<file path="config.mk">
export PLATFORM = sky130hd
export DESIGN_NAME = sync_length_frame_deframer
export DESIGN_NICKNAME = d
export VERILOG_FILES = /design/src/hw/rtl/slfd_pkg.sv /design/src/hw/rtl/slfd_cfg.sv /design/src/hw/rtl/slfd_core.sv /design/src/hw/rtl/slfd_out.sv /design/src/hw/rtl/sync_length_frame_deframer.sv
export SDC_FILE = /design/constraint.sdc
export NUM_CORES = 1
export LEC_CHECK = 0
export ABC_AREA = 0
export BUFFER_PORTS_ARGS = -buffer_cell sky130_fd_sc_hd__buf_2
export CAP_MARGIN = 20
export CORE_MARGIN = 2
export CORE_UTILIZATION = 28
export DETAILED_ROUTE_END_ITERATION = 12
export SLEW_MARGIN = 15
export SYNTH_ARGS = -nofsm -noshare
export SYNTH_HDL_FRONTEND = slang
export SYNTH_HIERARCHICAL = 1
export SYNTH_SLANG_ARGS = --single-unit
</file>
<file path="constraint.sdc">
create_clock -name clk -period 5.55 [get_ports clk]
set_input_delay 1.11 -clock clk [delete_from_list [all_inputs] [get_ports clk]]
set_output_delay 1.11 -clock clk [all_outputs]
set_load 0.01 [all_outputs]
</file>
<file path="src/hw/rtl/slfd_pkg.sv">
// Shared types and constants for the sync/length frame deframer.
// Holds the item and result word structs, register indexes, result kinds and phase codes.
// No dependencies.
package slfd_pkg;

    localparam int CFG_INDEX_W = 3;
    localparam int CFG_DATA_W  = 16;

    localparam logic [CFG_INDEX_W-1:0] REG_SYNC_FIRST      = 3'd0;
    localparam logic [CFG_INDEX_W-1:0] REG_SYNC_SECOND     = 3'd1;
    localparam logic [CFG_INDEX_W-1:0] REG_MAX_DATA_LENGTH = 3'd2;
    localparam logic [CFG_INDEX_W-1:0] REG_COMMS_TYPE_CODE = 3'd3;
    localparam logic [CFG_INDEX_W-1:0] REG_TIMEOUT_LIMIT   = 3'd4;

    localparam logic [7:0]  SYNC_FIRST_RESET      = 8'd170;
    localparam logic [7:0]  SYNC_SECOND_RESET     = 8'd85;
    localparam logic [7:0]  MAX_DATA_LENGTH_RESET = 8'd255;
    localparam logic [7:0]  COMMS_TYPE_CODE_RESET = 8'd0;
    localparam logic [15:0] TIMEOUT_LIMIT_RESET   = 16'd500;

    localparam logic CMD_BYTE = 1'b0;
    localparam logic CMD_TICK = 1'b1;

    localparam logic [1:0] KIND_PAYLOAD = 2'd0;
    localparam logic [1:0] KIND_END     = 2'd1;
    localparam logic [1:0] KIND_ABORT   = 2'd2;

    typedef enum logic [5:0] {
        PH_HUNT   = 6'b000001,
        PH_SYNC2  = 6'b000010,
        PH_LEN    = 6'b000100,
        PH_DATA   = 6'b001000,
        PH_CRC_LO = 6'b010000,
        PH_CRC_HI = 6'b100000
    } phase_t;

    typedef struct packed {
        logic       cmd;
        logic [7:0] rx_value;
    } item_t;

    typedef struct packed {
        logic [1:0]  result_kind;
        logic [7:0]  payload_value;
        logic [15:0] crc_received;
    } result_t;

    typedef struct packed {
        logic [7:0]  sync_first;
        logic [7:0]  sync_second;
        logic [7:0]  max_data_length;
        logic [7:0]  comms_type_code;
        logic [15:0] timeout_limit;
    } cfg_t;

endpackage

</file>
<file path="src/hw/rtl/slfd_cfg.sv">
// Configuration register bank for the frame deframer.
// Depends on slfd_pkg for the register indexes, reset values and cfg_t.
module slfd_cfg
    import slfd_pkg::*;
(
    input  logic                   clk,
    input  logic                   rst_n,
    input  logic                   cfg_write,
    input  logic [CFG_INDEX_W-1:0] cfg_index,
    input  logic [CFG_DATA_W-1:0]  cfg_data,
    output cfg_t                   cfg
);

    cfg_t cfg_reg;

    always_ff @(posedge clk or negedge rst_n)
    begin
        if (!rst_n)
        begin
            cfg_reg.sync_first      <= SYNC_FIRST_RESET;
            cfg_reg.sync_second     <= SYNC_SECOND_RESET;
            cfg_reg.max_data_length <= MAX_DATA_LENGTH_RESET;
            cfg_reg.comms_type_code <= COMMS_TYPE_CODE_RESET;
            cfg_reg.timeout_limit   <= TIMEOUT_LIMIT_RESET;
        end
        else if (cfg_write)
        begin
            unique case (cfg_index)
                REG_SYNC_FIRST:      cfg_reg.sync_first      <= cfg_data[7:0];
                REG_SYNC_SECOND:     cfg_reg.sync_second     <= cfg_data[7:0];
                REG_MAX_DATA_LENGTH: cfg_reg.max_data_length <= cfg_data[7:0];
                REG_COMMS_TYPE_CODE: cfg_reg.comms_type_code <= cfg_data[7:0];
                REG_TIMEOUT_LIMIT:   cfg_reg.timeout_limit   <= cfg_data;
                default: ;
            endcase
        end
    end

    assign cfg = cfg_reg;

endmodule

</file>
<file path="src/hw/rtl/slfd_core.sv">
// Frame phase machine for the deframer: sync hunt, length check, data, CRC, timeout.
// Depends on slfd_pkg for phase_t, item_t, result_t and cfg_t.
module slfd_core
    import slfd_pkg::*;
#(
    parameter int TIMER_WIDTH = 16
)
(
    input  logic    clk,
    input  logic    rst_n,
    input  logic    accept,
    input  item_t   item,
    input  cfg_t    cfg,
    output logic    emit,
    output result_t result
);

    localparam int CMP_W = (TIMER_WIDTH > 16) ? TIMER_WIDTH : 16;

    phase_t                 phase_reg, phase_next;
    logic [7:0]             frame_length_reg, frame_length_next;
    logic [7:0]             bytes_seen_reg, bytes_seen_next;
    logic [TIMER_WIDTH-1:0] tick_count_reg, tick_count_next;
    logic                   forwarding_reg, forwarding_next;
    logic                   payload_started_reg, payload_started_next;
    logic [7:0]             crc_low_byte_reg, crc_low_byte_next;

    logic [TIMER_WIDTH-1:0] tick_inc;
    logic [7:0]             seen_inc;
    logic                   timed_out;

    assign tick_inc  = (tick_count_reg != '1) ? tick_count_reg + 1'b1 : tick_count_reg;
    assign timed_out = CMP_W'(tick_inc) >= CMP_W'(cfg.timeout_limit);
    assign seen_inc  = bytes_seen_reg + 8'd1;

    always_comb
    begin
        phase_next           = phase_reg;
        frame_length_next    = frame_length_reg;
        bytes_seen_next      = bytes_seen_reg;
        tick_count_next      = tick_count_reg;
        forwarding_next      = forwarding_reg;
        payload_started_next = payload_started_reg;
        crc_low_byte_next    = crc_low_byte_reg;
        emit                 = 1'b0;
        result               = '0;

        unique case (phase_reg) inside
            PH_HUNT:
            begin
                if (item.cmd == CMD_BYTE && item.rx_value == cfg.sync_first)
                begin
                    phase_next      = PH_SYNC2;
                    tick_count_next = '0;
                end
            end
            PH_SYNC2, PH_LEN, PH_DATA, PH_CRC_LO, PH_CRC_HI:
            begin
                if (item.cmd == CMD_TICK)
                begin
                    tick_count_next = tick_inc;
                    if (timed_out)
                    begin
                        // back to hunt; abort only if payload already went out
                        phase_next           = PH_HUNT;
                        tick_count_next      = '0;
                        frame_length_next    = '0;
                        bytes_seen_next      = '0;
                        forwarding_next      = 1'b0;
                        payload_started_next = 1'b0;
                        crc_low_byte_next    = '0;
                        if (payload_started_reg)
                        begin
                            emit               = 1'b1;
                            result.result_kind = KIND_ABORT;
                        end
                    end
                end
                else
                begin
                    unique case (phase_reg)
                        PH_SYNC2:
                        begin
                            phase_next      = (item.rx_value == cfg.sync_second) ? PH_LEN : PH_HUNT;
                            tick_count_next = '0;
                            if (item.rx_value != cfg.sync_second)
                            begin
                                frame_length_next    = '0;
                                bytes_seen_next      = '0;
                                forwarding_next      = 1'b0;
                                payload_started_next = 1'b0;
                                crc_low_byte_next    = '0;
                            end
                        end
                        PH_LEN:
                        begin
                            tick_count_next      = '0;
                            bytes_seen_next      = '0;
                            forwarding_next      = 1'b0;
                            payload_started_next = 1'b0;
                            if (item.rx_value != 8'd0 && item.rx_value <= cfg.max_data_length)
                            begin
                                phase_next        = PH_DATA;
                                frame_length_next = item.rx_value;
                            end
                            else
                            begin
                                phase_next        = PH_HUNT;
                                frame_length_next = '0;
                                crc_low_byte_next = '0;
                            end
                        end
                        PH_DATA:
                        begin
                            if (bytes_seen_reg == 8'd0)
                            begin
                                // type byte decides whether the rest is forwarded
                                forwarding_next = (item.rx_value == cfg.comms_type_code)
                                                  && (frame_length_reg >= 8'd2);
                            end
                            else if (forwarding_reg)
                            begin
                                payload_started_next = 1'b1;
                                emit                 = 1'b1;
                                result.result_kind   = KIND_PAYLOAD;
                                result.payload_value = item.rx_value;
                            end
                            bytes_seen_next = seen_inc;
                            if (seen_inc >= frame_length_reg)
                            begin
                                phase_next      = PH_CRC_LO;
                                tick_count_next = '0;
                            end
                        end
                        PH_CRC_LO:
                        begin
                            crc_low_byte_next = item.rx_value;
                            phase_next        = PH_CRC_HI;
                        end
                        default:
                        begin
                            emit                 = 1'b1;
                            result.result_kind   = KIND_END;
                            result.crc_received  = {item.rx_value, crc_low_byte_reg};
                            phase_next           = PH_HUNT;
                            tick_count_next      = '0;
                            frame_length_next    = '0;
                            bytes_seen_next      = '0;
                            forwarding_next      = 1'b0;
                            payload_started_next = 1'b0;
                            crc_low_byte_next    = '0;
                        end
                    endcase
                end
            end
            default:
            begin
                // stray code: recover to hunt
                phase_next           = PH_HUNT;
                tick_count_next      = '0;
                frame_length_next    = '0;
                bytes_seen_next      = '0;
                forwarding_next      = 1'b0;
                payload_started_next = 1'b0;
                crc_low_byte_next    = '0;
            end
        endcase
    end

    always_ff @(posedge clk or negedge rst_n)
    begin
        if (!rst_n)
        begin
            phase_reg           <= PH_HUNT;
            frame_length_reg    <= '0;
            bytes_seen_reg      <= '0;
            tick_count_reg      <= '0;
            forwarding_reg      <= 1'b0;
            payload_started_reg <= 1'b0;
            crc_low_byte_reg    <= '0;
        end
        else if (accept)
        begin
            phase_reg           <= phase_next;
            frame_length_reg    <= frame_length_next;
            bytes_seen_reg      <= bytes_seen_next;
            tick_count_reg      <= tick_count_next;
            forwarding_reg      <= forwarding_next;
            payload_started_reg <= payload_started_next;
            crc_low_byte_reg    <= crc_low_byte_next;
        end
    end

endmodule

</file>
<file path="src/hw/rtl/slfd_out.sv">
// Result word register for the frame deframer; holds a result until the downstream side takes it.
// Depends on slfd_pkg for result_t.
module slfd_out
    import slfd_pkg::*;
(
    input  logic    clk,
    input  logic    rst_n,
    input  logic    load,
    input  result_t load_data,
    output logic    space,
    output logic    result_valid,
    input  logic    result_ready,
    output result_t result
);

    logic    valid_reg, valid_next;
    result_t data_reg;

    assign space      = !valid_reg || result_ready;
    assign valid_next = load || (valid_reg && !result_ready);

    always_ff @(posedge clk or negedge rst_n)
    begin
        if (!rst_n)
        begin
            valid_reg <= 1'b0;
        end
        else
        begin
            valid_reg <= valid_next;
        end
    end

    always_ff @(posedge clk)
    begin
        if (load)
        begin
            data_reg <= load_data;
        end
    end

    assign result_valid = valid_reg;
    assign result       = data_reg;

endmodule

</file>
<file path="src/hw/rtl/sync_length_frame_deframer.sv">
// Top level of the sync/length frame deframer.
// Depends on slfd_pkg, slfd_cfg, slfd_core and slfd_out.
//
// Takes one word per cycle when ready, either a received byte or a timer tick, and walks the frame
// format: two sync bytes, a length byte (1..max_data_length), that many data bytes and two
// CRC bytes. The first data byte is a type; when it matches comms_type_code and the length
// is at least 2, each later data byte leaves as a payload result. The second CRC byte always
// gives a frame-end result carrying the raw CRC (first byte low); the CRC is not checked.
// Ticks in any frame phase advance a saturating TIMER_WIDTH-bit counter that restarts on
// entry into the second-sync, length, data and CRC phases (the two CRC bytes share one
// count); reaching timeout_limit drops back to hunting and gives an abort
// result if payload had already been sent. The phase machine updates at the accept edge and
// any result lands in a single output register, so the input is ready whenever that
// register is empty or being drained the same cycle. Sustained rate is one word per cycle
// while the result side keeps up. Write configuration only while idle.
module sync_length_frame_deframer
    import slfd_pkg::*;
#(
    parameter int TIMER_WIDTH = 16
)
(
    input  logic                   clk,
    input  logic                   rst_n,
    input  logic                   item_valid,
    output logic                   item_ready,
    input  item_t                  item,
    output logic                   result_valid,
    input  logic                   result_ready,
    output result_t                result,
    input  logic                   cfg_write,
    input  logic [CFG_INDEX_W-1:0] cfg_index,
    input  logic [CFG_DATA_W-1:0]  cfg_data
);

    cfg_t    cfg;
    logic    accept;
    logic    emit;
    result_t core_result;
    logic    space;

    // accept a word whenever the result register can take whatever it produces
    assign item_ready = space;
    assign accept     = item_valid && item_ready;

    slfd_cfg u_cfg (
        .clk       (clk),
        .rst_n     (rst_n),
        .cfg_write (cfg_write),
        .cfg_index (cfg_index),
        .cfg_data  (cfg_data),
        .cfg       (cfg)
    );

    slfd_core #(
        .TIMER_WIDTH (TIMER_WIDTH)
    ) u_core (
        .clk    (clk),
        .rst_n  (rst_n),
        .accept (accept),
        .item   (item),
        .cfg    (cfg),
        .emit   (emit),
        .result (core_result)
    );

    // load a result only for accepted words that produce one
    slfd_out u_out (
        .clk          (clk),
        .rst_n        (rst_n),
        .load         (accept && emit),
        .load_data    (core_result),
        .space        (space),
        .result_valid (result_valid),
        .result_ready (result_ready),
        .result       (result)
    );

endmodule
</file>
# Yosys cells after proc, flatten, opt, wreduce, memory -nomap -nowiden
# Cells that the tools add are included.
# classes
n_addsub	2
mul	0
div	0
order_cmp	4
eq_ne	26
shifts	0
muxes	52
bitwise	5
reduce_logical	30
# op_table
cell	count
16-bit 2-to-1 mux	5
8-bit 2-to-1 mux	8
16-bit case mux with 2 select lines	2
8-bit case mux with 2 select lines	3
8-bit case mux with 3 select lines	2
8-bit case mux with 4 select lines	1
8-bit equality test	3
6-bit 2-to-1 mux	4
6-bit case mux with 4 select lines	1
4-bit inequality test (second input constant)	5
16-bit by 1-bit adder with 16-bit output (second input constant)	1
16-bit >= comparator	1
16-bit inequality test (second input constant)	1
1-bit 2-to-1 mux	13
6-bit case mux with 2 select lines	1
6-bit AND reduction	2
10-bit 2-to-1 mux	1
2-bit AND reduction	5
5-bit AND reduction	2
5-bit OR reduction	2
3-bit inequality test (second input constant)	3
8-bit by 1-bit adder with 8-bit output (second input constant)	1
8-bit by 2-bit >= comparator with 1-bit output (second input constant)	1
8-bit >= comparator	1
other kinds (32)	50
# totals
register_bits	123
latchBits	0
mem_bits_rw	0
rom_bits	0
output_inout_bits	28
word_cells	135
mem_count	0

# Logic depth before layout (Yosys ltp)
# depth
depth_word	8
ltp_mapped	15
depth_no_buf	15

# Cells and area by module
# The synthesis kept the hierarchy.
# by_module_without_submodules
mod	n_inst	cells_each	area_per_inst_um2	seq_area_each_um2
slfd_core	1	514	4286.6	1202.4
slfd_cfg	1	105	1860.5	1228.7
slfd_out	1	29	828.3	805.8
sync_length_frame_deframer	1	2	12.5	0.0

# Least setup slack after synthesis
# Ideal clock, no wire load.
# synth_path
path_kind	register to register
startpoint	reg u_core.tick_count_reg[7]
endpoint	reg u_out.data_reg (netlist bit u_out/result[0]), enable pin
setup_ps	386
arrival_time_ps	3784
setup_slack_ps	1380
stages_incl_launch_ff	14
synth_period_minus_slack_ps	4170
path_cell_list	dfrtp_1 -> nand4_1 -> nor4_2 -> nor2_1 -> and3_1 -> xor2_1 -> ha_1 -> nand3_1 -> or3_1 -> o311a_1 -> nand2_1 -> nand2_1 -> a21oi_1 -> and3_1
# synth_between
elab_chain_cells	7
# synth_rtl
element	line	source
start: declaration	slfd_core.sv:23	logic [TIMER_WIDTH-1:0] tick_count_reg, tick_count_next;
start signal: assignment	slfd_core.sv:187	tick_count_reg <= tick_count_next;
16-bit by 1-bit adder with 16-bit output / 16-bit inequality test (equally long branches)	slfd_core.sv:32	assign tick_inc = (tick_count_reg != '1) ? tick_count_reg + 1'b1 : tick_count_reg;
16-bit 2-to-1 mux (*)	slfd_core.sv:32	
16-bit >= comparator (*)	slfd_core.sv:33	assign timed_out = CMP_W'(tick_inc) >= CMP_W'(cfg.timeout_limit);
1-bit 2-to-1 mux (*)	slfd_core.sv:62	if (timed_out)
1-bit 2-to-1 mux (*)	slfd_core.sv:59	if (item.cmd == CMD_TICK)
1-bit 2-to-1 mux (*)	slfd_core.sv:48	unique case (phase_reg) inside
net emit	sync_length_frame_deframer.sv:37	logic emit;
1-bit logical AND (*)	sync_length_frame_deframer.sv:70	.load (accept && emit),
end signal: assignment	slfd_out.sv:38	data_reg <= load_data;
end: declaration	slfd_out.sv:17	result_t data_reg;
# The timed path passes the listed nets; every way through them passes the cells marked *.
# A chain may end at the register's enable or synchronous reset.

# Worst setup path in the final report
# layout_path
startpoint	reg u_core.tick_count_reg[7]
endpoint	reg u_core.crc_low_byte_reg[4]
# layout_between
elab_chain_cells	5
# layout_rtl
element	line	source
16-bit by 1-bit adder with 16-bit output / 16-bit inequality test (equally long branches)	slfd_core.sv:32	
16-bit 2-to-1 mux (*)	slfd_core.sv:32	
16-bit >= comparator (*)	slfd_core.sv:33	
3-bit by 2-bit inequality test with 1-bit output (no source line) (*)	-	
6-bit AND reduction (no source line) (*)	-	
end signal: assignment	slfd_core.sv:190	crc_low_byte_reg <= crc_low_byte_next;
end: declaration	slfd_core.sv:26	logic [7:0] crc_low_byte_reg, crc_low_byte_next;
# Mark *: on every way between the ends. The rest lies on a longest branch, timed or not.

==> results.json <==
{
  "track_usage_pct": 13.0,
  "synth_nets": 718,
  "yosys.area_share.xor_xnor_pct": 5.39,
  "vias_per_cell": 4.85,
  "worst_pin_slew_ns": 1.00,
  "syn-cell-area_mm2": 0.00699,
  "synth_top_family_by_area": "simple AND/OR/NAND/NOR gates",
  "grt_overflow": 0,
  "final_design_area_no_fill_mm2": 0.00819,
  "reg2reg_slack_ns": 1.06,
  "maxCapViolations": 0,
  "hp-class": "reg -> reg",
  "io_pins": 61,
  "routed_wl_um": 16400,
  "fmax_mhz": 223,
  "hpwl_um": 12000,
  "final_hold_viol_count": 0,
  "synth_edf_count": 26,
  "die_area_mm2": 0.0262,
  "synthAdderAreaFrac_pct": 6.27,
  "slew_viol_final": 0,
  "synth_ff_type": "dfrtp_1",
  "p_leak_uw": 0.00355,
  "min_path_cells": 1,
  "cts-root-buf": "clkbuf_16",
  "ys_types": 65,
  "yosysWarnings": 6,
  "synth.ff_latch_count": 123,
  "cts_tree": "built",
  "finalNetCount": 773,
  "power_density_mw_per_mm2": 335,
  "cp-end-kind": "register",
  "syn_avg_cell_area_um2": 10.8,
  "antenna_found_initial": 0,
  "fin_tns_setup_ns": 0,
  "worstPathArrival_ns": 4.83,
  "fin_skew_ns": 0.0116,
  "period_needed_ns": 4.49,
  "status": "completed",
  "clk_latency_ns": 0.42,
  "cts_setup_buffers": 0,
  "place_congestion": 0.844,
  "grt_max_degree": 52,
  "ir_drop_mv": 0.206,
  "cts_sinks": 123,
  "rows": 57,
  "grt_pass1_vias": 5113,
  "required_ns": 5.88,
  "htreeDepth": 4,
  "drive_gt1_share_pct": 27.2,
  "synthSimpleGateAreaFrac_pct": 16.5,
  "grt_setup_unrepaired": "false",
  "die_w_um": 162,
  "timing.rr.end": "u_core/crc_low_byte_reg[4]",
  "grt_pass1_wl_um": 27000,
  "rr_startpoint": "u_core/tick_count_reg[7]",
  "fin_crit_sh_pct": 80.9,
  "clockBufferDepth": 2,
  "drc_errors": 0,
  "synth_mux_area_share_pct": 11.6,
  "largest_reg_flops": 48,
  "via_count": 5051,
  "setup_violations": 0,
  "io_buffers": 60,
  "holdBufCountCts": 0,
  "worstSetupPathType": "reg -> reg",
  "start_kind": "register",
  "startpoint": "u_core/tick_count_reg[7]",
  "r2r_cells": 12,
  "yosysSeqAreaShare_pct": 46.3,
  "drt_iter0_markers": 282,
  "dpl_cell_area_mm2": 0.00761,
  "clkTransAtPathRegs_ns": 0.06,
  "fillers": 2513,
  "diodes": 0,
  "dr.pass1.iters": 5,
  "slew_headroom_pct": 32.9,
  "worstHoldStart": "u_cfg/cfg[14]",
  "fp.dieH_um": 162,
  "start_util_pct": 28.6,
  "synth_async_sr_flop_share_pct": 78.9,
  "cts_resized": 0,
  "synth-compound-area-share_pct": 9.11,
  "postRouteAntennaNets": 0,
  "detail_route.wl_per_cell_um": 15.8,
  "area_growth_pct": 17.2,
  "coreArea_mm2": 0.0244,
  "cts_buffers": 17,
  "whs_endpoint": "u_cfg/cfg[14]",
  "postSynthCellCount": 650,
  "crit_path_max_fanout": 14
}
-- worst max path at each step --
stage | to
final | u_core/crc_low_byte_reg[4]
after global placement | u_core/crc_low_byte_reg[0]
after global routing | u_core/crc_low_byte_reg[4]
after floorplan | u_out/result[0]
after CTS | u_core/crc_low_byte_reg[6]
after detailed placement | u_core/crc_low_byte_reg[6]
-- layout make-up --
type                    instances  area [µm²]  area share [%]
multi-input cells             446        3430            41.9
flip-flops and latches        123        3240            39.5
repair buffers                 69         374            4.57
clock buffers                  19         453            5.53
inverters                      48         180            2.20
well taps                     324         405            4.95
clock inverters                13         105            1.28
-- synth_stat cells (all sizes together), types with 2 or more instances --
| library cell | instances | area share, % |
|---|---|---|
| a31o | 4 | 0.50 |
| nor3 | 12 | 0.86 |
| o22a | 2 | 0.25 |
| xnor2 | 9 | 1.1 |
| or2 | 4 | 0.36 |
| nor4bb | 3 | 0.43 |
| a22o | 3 | 0.38 |
| o21a | 4 | 0.43 |
| o21ai | 20 | 1.4 |
| a41oi | 2 | 0.25 |
| inv | 48 | 2.6 |
| a31oi | 4 | 0.36 |
| nand2 | 47 | 2.5 |
| o41ai | 2 | 0.36 |
| buf | 14 | 1.2 |
| or3 | 4 | 0.36 |
| a21o | 4 | 0.43 |
| mux2 | 55 | 8.9 |
| mux2i | 19 | 2.7 |
| clkbuf | 19 | 1.0 |
| dfstp | 23 | 8.6 |
| xor2 | 34 | 4.3 |
| nor4b | 2 | 0.47 |
| nand3 | 17 | 1.2 |
| ha | 35 | 6.3 |
| and2 | 11 | 0.98 |
| dfrtp | 74 | 26 |
| a21boi | 3 | 0.32 |
| o31ai | 3 | 0.32 |
| a211oi | 6 | 0.64 |
| nand2b | 8 | 0.86 |
| nor2 | 26 | 1.4 |
| nand4 | 14 | 1.3 |
| o2bb2ai | 7 | 0.88 |
| nor4 | 19 | 2.1 |
| o211ai | 7 | 0.75 |
| nor2b | 4 | 0.36 |
| and3 | 25 | 2.2 |
| edfxtp | 26 | 11 |
| nand4b | 3 | 0.38 |
| a21oi | 12 | 0.86 |
-- critical path: stages, from the launching register on --
cell and delay [ns]:
dfrtp_1 0.43, nand4_1 0.29, nor4_2 0.74, nor2_1 0.20, and3_1 0.27, xor2_1 0.15, ha_1 0.30, nand3_1 0.08
or3_1 0.39, o311a_1 0.34, and4_4 0.27, nor4_4 0.67, mux2i_1 0.27
-- power breakdown --
group	internal [µW]	total (µW)	leakage, µW	switching, µW
registers	1050	1120	0.00148	68.6
logic	245	581	0.00180	335
clock network	604	1040	0.000270	435
total	1900	2740	0.00355	839
-- cell families (layout without fill, tap and decap cells) --
group	Yosys count	count (layout)
DFF	123	123
adders and majority gates	35	35
muxes	74	74
xor gates and xnor gates	43	43
and+or+nand+nor	204	204
AOI/OAI and AO/OA	90	90
buffers and inverters	81	149
-- routing by layer --
layer,global-route usage (%),part of all wire [%],vias up
met5,0,0,-
met3,2.83,4.4,25
li1,-,-,2453
met4,5.63,2.5,0
met1,17.4,47,2462
met2,20.5,46,111
-- per-stage QoR --
stage	hold slack (ns)	total power, µW	setup slack, ns	util, %	std cells
5_1_grt	0.524	2880	0.707	33.6	1042
6_report	0.493	2740	1.06	33.6	1042
2_1_floorplan	0.458	1550	1.38	-	650
3_5_place_dp	0.491	1710	1.10	31.2	1009
3_3_place_gp	0.471	1700	1.17	31.2	1009
4_1_cts	0.504	2760	1.09	33.5	1041
-- layout by cell type, fill, tap and decap left out, types with 19 or more instances in the layout --
cell type / synthesis / layout
and3_1: 25 / 25
o21ai_0: 19 / 19
inv_1: 48 / 48
mux2_2: 53 / 53
dfstp_2: 23 / 23
nor2_1: 26 / 26
buf_2: 11 / 59
ha_1: 35 / 35
dfrtp_1: 74 / 74
xor2_1: 34 / 34
edfxtp_1: 26 / 26
mux2i_1: 19 / 19
nand2_1: 47 / 47
Power figures use the tool's default switching activity.
